--- src/sv/gwm_pkg.sv ---
package gwm_pkg;

    localparam int NODE_W       = 6;
    localparam int WEIGHT_W     = 32;
    localparam int RESULT_LIMIT = 32;
    localparam int KEPT_W       = $clog2(RESULT_LIMIT + 1);

    typedef struct packed {
        logic [NODE_W-1:0]          node_a;
        logic [NODE_W-1:0]          node_b;
        logic signed [WEIGHT_W-1:0] weight;
    } edge_t;

    // Broadcast to every cell of the chain.
    typedef struct packed {
        logic              load;    // insertion sort step
        logic              shift;   // move one place towards the head
        logic              clear;   // drop all held edges
        logic              kill;    // kill_a / kill_b have just been taken
        logic [NODE_W-1:0] kill_a;
        logic [NODE_W-1:0] kill_b;
    } cell_ctrl_t;

endpackage

--- src/sv/gwm_cell.sv ---
module gwm_cell #(
    parameter int IDX_W = 8
) (
    input  logic                clk,
    input  logic                rst_n,
    input  gwm_pkg::cell_ctrl_t ctrl,
    input  logic                in_valid,
    input  gwm_pkg::edge_t      in_edge,
    input  logic [IDX_W-1:0]    in_idx,
    input  logic                nb_valid,
    input  gwm_pkg::edge_t      nb_edge,
    input  logic [IDX_W-1:0]    nb_idx,
    input  logic                nb_dead,
    output logic                held_valid,
    output gwm_pkg::edge_t      held_edge,
    output logic [IDX_W-1:0]    held_idx,
    output logic                held_dead,
    output logic                pass_valid,
    output gwm_pkg::edge_t      pass_edge,
    output logic [IDX_W-1:0]    pass_idx
);
    import gwm_pkg::*;

    logic             held_valid_reg, held_valid_next;
    edge_t            held_edge_reg, held_edge_next;
    logic [IDX_W-1:0] held_idx_reg, held_idx_next;
    logic             held_dead_reg, held_dead_next;
    logic             pass_valid_reg, pass_valid_next;
    edge_t            pass_edge_reg, pass_edge_next;
    logic [IDX_W-1:0] pass_idx_reg, pass_idx_next;
    logic             in_first;
    logic             nb_shared;

    // heavier first, later arrival first on a tie
    assign in_first = (in_edge.weight > held_edge_reg.weight) ||
                      ((in_edge.weight == held_edge_reg.weight) && (in_idx > held_idx_reg));

    assign nb_shared = ctrl.kill &&
                       ((nb_edge.node_a == ctrl.kill_a) || (nb_edge.node_a == ctrl.kill_b) ||
                        (nb_edge.node_b == ctrl.kill_a) || (nb_edge.node_b == ctrl.kill_b));

    always_comb
    begin
        held_valid_next = held_valid_reg;
        held_edge_next  = held_edge_reg;
        held_idx_next   = held_idx_reg;
        held_dead_next  = held_dead_reg;
        pass_valid_next = 1'b0;
        pass_edge_next  = pass_edge_reg;
        pass_idx_next   = pass_idx_reg;
        if (ctrl.clear)
        begin
            held_valid_next = 1'b0;
        end
        else if (ctrl.load)
        begin
            if (in_valid)
            begin
                if (!held_valid_reg)
                begin
                    held_valid_next = 1'b1;
                    held_edge_next  = in_edge;
                    held_idx_next   = in_idx;
                    held_dead_next  = 1'b0;
                end
                else if (in_first)
                begin
                    held_edge_next  = in_edge;
                    held_idx_next   = in_idx;
                    held_dead_next  = 1'b0;
                    pass_valid_next = 1'b1;
                    pass_edge_next  = held_edge_reg;
                    pass_idx_next   = held_idx_reg;
                end
                else
                begin
                    pass_valid_next = 1'b1;
                    pass_edge_next  = in_edge;
                    pass_idx_next   = in_idx;
                end
            end
        end
        else if (ctrl.shift)
        begin
            held_valid_next = nb_valid;
            held_edge_next  = nb_edge;
            held_idx_next   = nb_idx;
            held_dead_next  = nb_dead || nb_shared;
        end
    end

    always_ff @(posedge clk or negedge rst_n)
    begin
        if (!rst_n)
        begin
            held_valid_reg <= 1'b0;
            pass_valid_reg <= 1'b0;
        end
        else
        begin
            held_valid_reg <= held_valid_next;
            pass_valid_reg <= pass_valid_next;
        end
    end

    always_ff @(posedge clk)
    begin
        held_edge_reg <= held_edge_next;
        held_idx_reg  <= held_idx_next;
        held_dead_reg <= held_dead_next;
        pass_edge_reg <= pass_edge_next;
        pass_idx_reg  <= pass_idx_next;
    end

    assign held_valid = held_valid_reg;
    assign held_edge  = held_edge_reg;
    assign held_idx   = held_idx_reg;
    assign held_dead  = held_dead_reg;
    assign pass_valid = pass_valid_reg;
    assign pass_edge  = pass_edge_reg;
    assign pass_idx   = pass_idx_reg;

endmodule

--- config.mk ---
export PLATFORM = sky130hd
export DESIGN_NAME = gwm_cell
export DESIGN_NICKNAME = d
export VERILOG_FILES = /design/src/sv/gwm_pkg.sv /design/src/sv/gwm_cell.sv
export SDC_FILE = /design/constraint.sdc
export NUM_CORES = 1
export LEC_CHECK = 0
export ABC_AREA = 1
export BUFFER_PORTS_ARGS = -buffer_cell sky130_fd_sc_hd__buf_2
export CORE_MARGIN = 5
export CORE_UTILIZATION = 40
export CTS_BUF_LIST = sky130_fd_sc_hd__clkbuf_4
export DETAILED_ROUTE_END_ITERATION = 10
export PLACE_DENSITY = 0.8
export SETUP_SLACK_MARGIN = 0.02
export SYNTH_ARGS = -nofsm -noshare
export SYNTH_HDL_FRONTEND = slang
export SYNTH_SLANG_ARGS = --single-unit
--- constraint.sdc ---
create_clock -name clk -period 3.35 [get_ports clk]
set_clock_uncertainty 0.15 [all_clocks]
set_input_delay 0.1675 -clock clk [delete_from_list [all_inputs] [get_ports clk]]
set_output_delay 0.1675 -clock clk [all_outputs]
set_load 0.05 [all_outputs]
==> summary.md <==
| Metric | Value |
|---|---|
| # port buffers | between 200 and 250 |
| Leakage power | between 0.004 and 0.005 uW |
| Die area | ~18,000 um2 |
| Dpl cell area | ~7500 um2 |
| RSZ-0062 raised after global routing | false |
| Core ar. | approximately 15,000 um2 |
| Crit path kind | reg -> reg |
| Share of the synthesized area in the top cell type | approximately half |
| All-layer global routing usage | between 20 and 25% |
| Top cell by count, worst path | nand2_1 |
| Slew margin rel. | ~56% |
| Share of layout cells above drive strength 1 | a little over a quarter |
| Top cells by area, synth | edfxtp_1 51%, nand2_1 19%, ha_1 8.1% |
| Worst-Skew Late Latency | ~480 ps |
| RR Startpoint | held_edge[31]$_DFFE_PP_ |
| CP arrival | between 2000 and 3000 ps |
| Setup bufs post-CTS | 0 |
| FP Rows | between 40 and 50 |
| Pwr Total | 3300 uW |
| Worst slew pin tran | ~660 ps |
| Depth of the CTS H-tree | 3 |
| Die Wd | around 130 um |
| Clock-pin slew on the worst setup and hold paths | around 150 ps |
| Initial antenna violation count | 1 |
| Launch point of the worst path | held_edge[31]$_DFFE_PP_ |
| Vert. Die Dim | about 130 um |
| Fmax | approximately 0.35 GHz |
| EDFF count, synth | between 100 and 150 |
| Worst Setup EP | held_edge[41]$_DFFE_PP_ |
| Total Wirelength | 20.2 mm |
| Syn-to-layout area delta | 47.9% |
| Primary FF master, synth | edfxtp_1 |
| Yosys reg bits | roughly 110 |
| Pwr dens | between 300 and 400 nW/um2 |
| Remaining DRCs | 0 |
| Synthesis warning total | 0 |
| CP startpoint kind | flop |
| Period minus WS final | ~2900 ps |
| Family with the most delay on the worst path | simple AND/OR/NAND/NOR gates |
| 1st-pass router iterations | 5 |
| Reg-to-reg endpoint | held_edge[41]$_DFFE_PP_ |
| Pin count of the biggest net entering global routing | 53 |
| First-pass GRT wire length | ~32 mm |
| Crit path required time | between 3000 and 4000 ps |
| Syn Nets | around 860 |
| Final HPWL DP | ~13 mm |
| Crit path max-delay cell type | edfxtp_1 |
| Final instance area | about 9100 um2 |
| Cell area after synthesis | a little over 6000 um2 |
| Worst path max stage delay | between 400 and 500 ps |
| Worst R2R Setup Slack | roughly 490 ps |
| CP Depth | 14 |
| Seq/Total Area, Yosys | 52.0% |
| Cells after synthesis | 697 |
| Biggest area consumer among synthesized cells | edfxtp_1 |
| Hold crit path type | in -> reg |
| Root Buffer | clkbuf_4 |
| Initial core utilization | roughly two fifths |
| Clock buffer count from CTS | 9 |
| Clock Sinks | between 100 and 150 |
| Congestion Overflow GR | 0 |
| RD Place Congestion | around 0.91 |
| Period utilisation layout | roughly 85% |
| Boundary pin count | roughly 230 |
| CP Max Fanout | 26 |
| CTS Buffer Depth | 2 |
| Via count | between 6,000 and 7,000 |
| Routed Antenna Nets | 0 |
| Status | completed |
| Vias/cell | between 4 and 5 |
| Peak VDD IR | 0.178 mV |
| Netlist cell types | 35 |
| Number of global-route vias before repair | between 6,000 and 7,000 |
| Routed length per instance | about 16 um |
| Cells on worst reg2reg path | 14 |
| Final Slew Violations | 0 |
| Critical-path cell list | inv_1 -> ha_1 -> nand2_2 -> nor2_2 -> nand2_2 -> nor4_4 -> nand2_1 -> nand2_1 -> nand2_1 -> nand3_2 -> nand3_1 -> nand2_1 -> clkinvlp_4 -> buf_12 |
| Crit. End Element | flop |
| Final hold violation count | 0 |
| # setup viols final | 0 |
| Syn_area_per_cell | 8.84 um2 |
| CTS tree | done |
| Nets | between 1,000 and 1,500 |
| Buf/Inv on CP | 3 |
| TNS Setup | 0 ps |
| Drt initial violations | between 300 and 400 |
| Async SR Flop Fraction | under 10% |
| Max-cap violations | 0 |
-- worst reg2reg max path, stage by stage, from the launching register on --
cell and delay (ps):
edfxtp_1 410, inv_1 60, ha_1 370, nand2_2 90
nor2_2 130, nand2_2 90, nor4_4 150, nand2_1 120
nand2_1 90, nand2_1 60, nand3_2 120, nand3_1 80
nand2_1 100, clkinvlp_4 310, buf_12 290
-- metrics by stage --
stage / setup slack (ps) / instances / hold slack, ps / utilization (%)
after floorplan: 21.7 / 697 / -278 / -
after global placement: 507 / 1101 / -197 / 49.4
after detailed placement: 460 / 1101 / -192 / 49.4
after CTS: 432 / 1267 / 166 / 60.2
after global routing: 273 / 1268 / 200 / 60.2
final: 486 / 1269 / 220 / 60.2
-- cell usage in the layout, fill, tap and decap left out, types with 6 or more instances in the layout --
cell	Yosys	routed
nand2_1	310	310
buf_2	0	231
dlygate4sd3_1	0	150
edfxtp_1	105	105
inv_1	75	74
ha_1	40	40
nand2_2	32	32
nor2_1	27	26
a21oi_1	22	22
o21ai_0	18	18
clkbuf_4	1	9
nand4_1	7	7
nand3_1	6	6
-- logic make-up after synthesis --
| logic type | Yosys count | share of synthesized area, % |
|---|---|---|
| AOI/OAI and AO/OA | 50 | 4.40 |
| adders and majority gates | 40 | 8.12 |
| xor gates and xnor gates | 8 | 1.14 |
| DFF | 107 | 52.0 |
| and+or+nand+nor | 394 | 27.0 |
| buffers and inverters | 98 | 7.39 |
-- how the worst min path moves through the flow --
stage,slack [ps],start,depth (start not counted),endpoint
floorplan,-280,rst_n,0,held_valid$_DFFE_PN0P_
global placement,-200,rst_n,1,pass_valid$_DFF_PN0_
detailed placement,-190,rst_n,1,pass_valid$_DFF_PN0_
CTS,170,in_valid,4,pass_idx[6]$_DFFE_PP_
global route,200,in_valid,4,pass_idx[3]$_DFFE_PP_
finish,220,in_valid,4,pass_edge[3]$_DFFE_PP_
-- metal layers --
layer / track usage, % / part of all wire (%) / vias up
met4: 9.73 / 3.7 / 0
met1: 24.9 / 37 / 2789
met5: 0 / 0 / -
li1: - / - / 3003
met3: 5.96 / 8.8 / 63
met2: 39.6 / 50 / 346
-- report_power, final --
part / internal (uW) / leakage, uW / switching (uW)
Combinational: 387 / 0.00349 / 652
Clock: 219 / 0.0000699 / 435
Sequential: 1570 / 0.00100 / 36.9
Total: 2180 / 0.00456 / 1120
-- area by class of cell --
| class | instances | area (um2) |
|---|---|---|
| well taps | 188 | 235 |
| inverters | 77 | 294 |
| repair buffers | 387 | 2740 |
| fillers | 1196 | 6030 |
| clock inverters | 7 | 58.8 |
| diodes | 2 | 5.00 |
| flip-flops and latches | 107 | 3200 |
| multi-input cells | 492 | 2510 |
| clock buffers | 9 | 67.6 |
-- repair_timing --
action	in CTS	in global routing
hold buffers	150	0
hold endpoints to repair	109	0
resized for setup	0	0
-- cells in the mapped netlist (2+ instances only) --
library cell / n
nand4_1: 7
xor2_1: 3
o22ai_1: 4
nand2_2: 32
ha_1: 40
dfrtp_1: 2
nand3_1: 6
nand2_1: 310
o21ai_0: 18
nand3_2: 2
xnor2_1: 5
buf_4: 4
buf_12: 3
inv_1: 75
edfxtp_1: 105
nor4_1: 3
clkbuf_1: 11
o21a_1: 2
nor2_1: 27
a21oi_1: 22
nor3_1: 2
No activity file was read; power rests on OpenSTA's default activity.
