<file path="src/sv/gwm_pkg.sv">
package gwm_pkg;

    localparam int NODE_W       = 6;
    localparam int WEIGHT_W     = 32;
    localparam int RESULT_LIMIT = 32;
    localparam int KEPT_W       = $clog2(RESULT_LIMIT + 1);

    typedef struct packed {
        logic [NODE_W-1:0]          node_a;
        logic [NODE_W-1:0]          node_b;
        logic signed [WEIGHT_W-1:0] weight;
    } edge_t;

    // Broadcast to every cell of the chain.
    typedef struct packed {
        logic              load;    // insertion sort step
        logic              shift;   // move one place towards the head
        logic              clear;   // drop all held edges
        logic              kill;    // kill_a / kill_b have just been taken
        logic [NODE_W-1:0] kill_a;
        logic [NODE_W-1:0] kill_b;
    } cell_ctrl_t;

endpackage

</file>
<file path="src/sv/gwm_ctrl.sv">
module gwm_ctrl #(
    parameter int MAX_EDGES  = 256,
    parameter int NODE_COUNT = 64
) (
    input  logic                          clk,
    input  logic                          rst_n,
    input  logic                          edge_valid,
    input  logic                          last_edge,
    output logic                          edge_stall,
    input  logic                          head_valid,
    input  gwm_pkg::edge_t                head_edge,
    input  logic                          head_dead,
    output logic                          inject_valid,
    output logic [$clog2(MAX_EDGES)-1:0]  inject_idx,
    output gwm_pkg::cell_ctrl_t           cell_ctrl,
    input  logic                          match_stall,
    output logic                          match_valid,
    output gwm_pkg::edge_t                match_edge,
    output logic                          last_match
);
    import gwm_pkg::*;

    localparam int CNT_W = $clog2(MAX_EDGES + 1);
    localparam int IDX_W = $clog2(MAX_EDGES);

    typedef enum logic [1:0] {
        ST_LOAD,
        ST_SETTLE,
        ST_SELECT,
        ST_FLUSH
    } state_t;

    state_t           state_reg, state_next;
    logic [CNT_W-1:0] count_reg, count_next;
    logic [CNT_W-1:0] wait_reg, wait_next;
    logic [KEPT_W-1:0] kept_reg, kept_next;
    logic             pend_valid_reg, pend_valid_next;
    edge_t            pend_reg, pend_next;
    logic             out_valid_reg, out_valid_next;
    edge_t            out_reg, out_next;
    logic             out_last_reg, out_last_next;

    logic accept;
    logic room;
    logic out_free;
    logic head_ok;

    assign accept   = edge_valid && !edge_stall;
    assign room     = count_reg < CNT_W'(MAX_EDGES);
    assign out_free = !out_valid_reg || !match_stall;
    assign head_ok  = !head_dead && (32'(head_edge.node_a) < NODE_COUNT) &&
                      (32'(head_edge.node_b) < NODE_COUNT);

    assign edge_stall   = (state_reg != ST_LOAD);
    assign inject_valid = accept && room;
    assign inject_idx   = count_reg[IDX_W-1:0];

    always_comb
    begin
        state_next      = state_reg;
        count_next      = count_reg;
        wait_next       = wait_reg;
        kept_next       = kept_reg;
        pend_valid_next = pend_valid_reg;
        pend_next       = pend_reg;
        out_valid_next  = out_valid_reg && match_stall;
        out_next        = out_reg;
        out_last_next   = out_last_reg;
        cell_ctrl       = '0;

        case (state_reg)
            ST_LOAD:
            begin
                cell_ctrl.load = 1'b1;
                if (accept)
                begin
                    if (room)
                    begin
                        count_next = count_reg + 1'b1;
                    end
                    if (last_edge)
                    begin
                        wait_next  = count_next;
                        state_next = ST_SETTLE;
                    end
                end
            end
            ST_SETTLE:
            begin
                // displaced edges ripple down at most one cell per cycle
                cell_ctrl.load = 1'b1;
                if (wait_reg == '0)
                begin
                    kept_next  = '0;
                    state_next = ST_SELECT;
                end
                else
                begin
                    wait_next = wait_reg - 1'b1;
                end
            end
            ST_SELECT:
            begin
                if (!head_valid || (kept_reg == KEPT_W'(RESULT_LIMIT)))
                begin
                    state_next = ST_FLUSH;
                end
                else if (!(head_ok && pend_valid_reg && !out_free))
                begin
                    cell_ctrl.shift = 1'b1;
                    if (head_ok)
                    begin
                        cell_ctrl.kill   = 1'b1;
                        cell_ctrl.kill_a = head_edge.node_a;
                        cell_ctrl.kill_b = head_edge.node_b;
                        pend_valid_next  = 1'b1;
                        pend_next        = head_edge;
                        kept_next        = kept_reg + 1'b1;
                        // a newer keep proves the pending one is not the final one
                        if (pend_valid_reg)
                        begin
                            out_valid_next = 1'b1;
                            out_next       = pend_reg;
                            out_last_next  = 1'b0;
                        end
                    end
                end
            end
            ST_FLUSH:
            begin
                if (!pend_valid_reg || out_free)
                begin
                    if (pend_valid_reg)
                    begin
                        out_valid_next = 1'b1;
                        out_next       = pend_reg;
                        out_last_next  = 1'b1;
                    end
                    pend_valid_next = 1'b0;
                    cell_ctrl.clear = 1'b1;
                    count_next      = '0;
                    state_next      = ST_LOAD;
                end
            end
            default:
            begin
                state_next = ST_LOAD;
            end
        endcase
    end

    always_ff @(posedge clk or negedge rst_n)
    begin
        if (!rst_n)
        begin
            state_reg      <= ST_LOAD;
            count_reg      <= '0;
            wait_reg       <= '0;
            kept_reg       <= '0;
            pend_valid_reg <= 1'b0;
            out_valid_reg  <= 1'b0;
        end
        else
        begin
            state_reg      <= state_next;
            count_reg      <= count_next;
            wait_reg       <= wait_next;
            kept_reg       <= kept_next;
            pend_valid_reg <= pend_valid_next;
            out_valid_reg  <= out_valid_next;
        end
    end

    always_ff @(posedge clk)
    begin
        pend_reg     <= pend_next;
        out_reg      <= out_next;
        out_last_reg <= out_last_next;
    end

    assign match_valid = out_valid_reg;
    assign match_edge  = out_reg;
    assign last_match  = out_last_reg;

    a_kept_bound: assert property (@(posedge clk) disable iff (!rst_n)
        kept_reg <= KEPT_W'(RESULT_LIMIT))
        else $error("kept count beyond result limit");

    a_count_bound: assert property (@(posedge clk) disable iff (!rst_n)
        count_reg <= CNT_W'(MAX_EDGES))
        else $error("edge count beyond store size");

    a_no_pend_in_load: assert property (@(posedge clk) disable iff (!rst_n)
        (state_reg == ST_LOAD) |-> !pend_valid_reg)
        else $error("pending match left over while loading");

    a_match_held: assert property (@(posedge clk) disable iff (!rst_n)
        (out_valid_reg && match_stall) |=> (out_valid_reg && $stable(out_reg) &&
                                             $stable(out_last_reg)))
        else $error("stalled match changed");

    a_kill_on_keep: assert property (@(posedge clk) disable iff (!rst_n)
        (state_reg == ST_SELECT && cell_ctrl.kill) |=> pend_valid_reg)
        else $error("kept edge not held as pending");

endmodule
</file>
<file path="config.mk">
export PLATFORM = sky130hd
export DESIGN_NAME = gwm_ctrl
export DESIGN_NICKNAME = d
export VERILOG_FILES = /design/src/sv/gwm_pkg.sv /design/src/sv/gwm_ctrl.sv
export SDC_FILE = /design/constraint.sdc
export NUM_CORES = 1
export LEC_CHECK = 0
export BUFFER_PORTS_ARGS = -buffer_cell sky130_fd_sc_hd__buf_2
export CORE_ASPECT_RATIO = 0.9
export CORE_MARGIN = 5
export CORE_UTILIZATION = 45
export CTS_BUF_LIST = sky130_fd_sc_hd__clkbuf_4 sky130_fd_sc_hd__clkbuf_8
export CTS_CLUSTER_SIZE = 8
export DETAILED_ROUTE_END_ITERATION = 7
export GPL_TIMING_DRIVEN = 0
export PLACE_DENSITY = 0.7
export SLEW_MARGIN = 5
export SYNTH_ARGS = -nofsm -noshare
export SYNTH_HDL_FRONTEND = slang
export SYNTH_SLANG_ARGS = --single-unit
export TNS_END_PERCENT = 1
</file>
<file path="constraint.sdc">
create_clock -name clk -period 7.5 [get_ports clk]
set_input_delay 1.125 -clock clk [delete_from_list [all_inputs] [get_ports clk]]
set_output_delay 1.125 -clock clk [all_outputs]
set_load 0.05 [all_outputs]
</file>
==> run_results.csv <==
group,metric,value,unit
run_status,outcome,"completed",
yosys,synth_cell_types,58,
sta,slew_headroom,0.510,
sta,clock.fmax,268,MHz
cells_and_area,nets,541,
die,ios,123,
yosys,synthesis.area,4790,µm²
detailed_routing,route.vias.total,3341,
clock_tree,cts_tree,"done",
run,cap_violations,0,
sta,fin_hold_ws,0.417,ns
placement,gp_congestion,0.871,
hold_path,min_from,"pend_reg[19]$_DFFE_PP_",
cells_and_area,area_delta_synth_final,26.2,%
placement,dp.cells,591,
die,num_rows,35,
detailed_routing,wl_per_cell,17.0,µm
yosys,synthArstFlopShare,0.239,
clock_tree,clk-insertion-delay-late,0.43,ns
sta,hold_viol_final,0,
sta,skew,0.0128,ns
cells_and_area,layout_common_cells,"buf_2 (122), edfxtp_1 (89), dfrtp_1 (28)",
yosys,synth_fp_nets,398,
power,max-vdd-ir-drop,0.000228,V
detailed_routing,vias_per_cell,5.36,
setup_path,worstSetupPathType,"input pin to output pin",
clock_tree,htree_levels,4,
hold_path,min_path_type,"flop to flop",
detailed_routing,drt_wl_total,10.6,mm
power,p_per_area,353,nW/µm²
clock_tree,ctsHoldBuffers,0,
yosys,syn-mean-instance-area,14.2,µm²
cells_and_area,fin_cells,623,
detailed_routing,route.detailed.drc,0,
power,leakage,2.52,nW
die,dieArea,12800,µm²
global_routing,grt_use_total,0.172,
cells_and_area,drive_gt1_frac,0.350,
die,start_util,0.464,
yosys,synth-seq-area-share,0.704,
setup_path,r2r-end,"match_edge[14]$_DFFE_PP_",
setup_path,cp-end-kind,"output pin",
sta,worst_slew_pin_slew,0.733,ns
die,die_x,119,µm
clock_tree,clock-sinks,117,
placement,post-dp-hpwl,7.62,mm
sta,min_period,3.72,ns
clock_tree,cts-root-buf,"clkbuf_8",
detailed_routing,first_pass_iters,5,
cells_and_area,final_common_cell,"buf_2",
cells_and_area,diodes,0,
sta,setup_tns,0,ns
setup_path,arrival,2.60,ns
sta,rsz0062_at_grt,"no",
sta,setup_viol,0,
yosys,ys_ff_latch,117,
setup_path,critPathMaxFanout,10,
yosys,synth_flop_cell,"edfxtp_1",
setup_path,crit_start,"head_valid",
clock_tree,cts_resized,0,
die,dieHeight,108,µm
sta,slew_viol_final,0,
yosys,synthCells,338,
die,fp.coreArea,10300,µm²
clock_tree,clockBufferDepth,2,
setup_path,critical_path_required,6.38,ns
setup_path,r2r-start,"kept_reg[0]$_DFFE_PN0P_",
sta,fin_crit_sh,0.497,
global_routing,grt_max_degree,29,
setup_path,r2r_slack,4.70,ns
clock_tree,numCtsBuffers,17,
placement,io_buffers,122,
yosys,synth_edf_count,89,
yosys,synth_warnings,0,
clock_tree,post_cts_buffers,0,
cells_and_area,utilization,0.585,
global_routing,overflow,0,
setup_path,critPathCapture,"cell_ctrl[5]",
detailed_routing,ant_nets,0,
setup_path,reg2reg_depth,8,
clock_tree,path_clk_slew,0.07,ns
global_routing,antenna_found_initial,0,
detailed_routing,drt-initial-drc-count,236,
global_routing,grt_pass1_wl,17.1,mm
setup_path,setup.worst_path.start_class,"input pin",
global_routing,grt_pass1_vias,3347,
[metal layers]
metal,part of all wire,wire length [µm],global-route usage
met1,0.42,4410,0.208
met2,0.49,5210,0.288
met3,0.072,763,0.0520
met4,0.020,213,0.0753
met5,0,0,0
[how the worst min path moves through the flow]
stage	cells past startpoint	end	slack, ns
floorplan	0	match_edge[0]$_DFFE_PP_	0.40
global placement	0	match_edge[18]$_DFFE_PP_	0.40
detailed placement	0	match_edge[0]$_DFFE_PP_	0.40
CTS	0	match_edge[19]$_DFFE_PP_	0.41
global route	0	match_edge[27]$_DFFE_PP_	0.42
finish	0	match_edge[19]$_DFFE_PP_	0.42
[cell usage after synthesis (all sizes together) (2+ instances only)]
master  count  area, µm²
or4         3       23.8
nor2       16       60.1
a21oi      10       53.8
a31oi       4       25.0
nor2b       6       37.5
ha          9        113
o211ai      2       15.0
edfxtp     89       2670
or3         4       25.0
nand3      12       60.1
o211a       2       20.0
o31ai       9       67.6
dfrtp      28        701
o22ai       3       18.8
and3       16        100
mux2i       4       40.0
nand4b      2       17.5
a211oi      2       15.0
o21ai      21        105
inv        13       48.8
a22oi       3       22.5
nor3        5       25.0
nand2      20       75.1
buf         9       71.3
nand4       3       18.8
clkbuf      9       33.8
xor2        6       52.6
[power breakdown]
| group | total, mW | leakage (nW) | internal [mW] | switching (mW) |
|---|---|---|---|---|
| registers | 0.878 | 1.16 | 0.806 | 0.0717 |
| clock network | 0.602 | 0.208 | 0.332 | 0.270 |
| logic | 0.654 | 1.15 | 0.202 | 0.452 |
[critical path: stages]
cell and delay (ns):
buf_2 0.10, nor2b_1 0.28, o211a_1 0.32, clkbuf_1 0.30, and3_1 0.22, buf_2 0.26
[cell type report]
type	count	area (µm²)
Fill cell	853	4290
Inverter	14	52.6
Tap cell	129	161
Clock inverter	15	179
Timing Repair Buffer	124	666
Multi-Input combinational cell	189	1280
Buffer	18	105
Clock buffer	17	234
Sequential cell	117	3370
[cell families (layout without fill, tap and decap cells)]
group / after synthesis / count (layout) / share of synthesized area
AO/OA/AOI/OAI: 70 / 70 / 0.0979
XOR/XNOR: 7 / 7 / 0.0128
adder cells (fa/ha/maj): 9 / 9 / 0.0235
buffers and inverters: 32 / 188 / 0.0329
flip-flops: 117 / 117 / 0.704
multiplexers: 5 / 5 / 0.0115
AND/OR/NAND/NOR: 98 / 98 / 0.117
[through the flow]
stage	setup WS (ns)	cell area (µm²)	power, mW
6_report	3.78	6050	2.13
4_1_cts	3.78	6050	2.15
3_3_place_gp	2.20	5560	1.51
3_5_place_dp	3.77	5630	1.54
5_1_grt	3.67	6050	2.25
2_1_floorplan	3.31	4790	1.36
No activity file was read; power rests on OpenSTA's default activity.
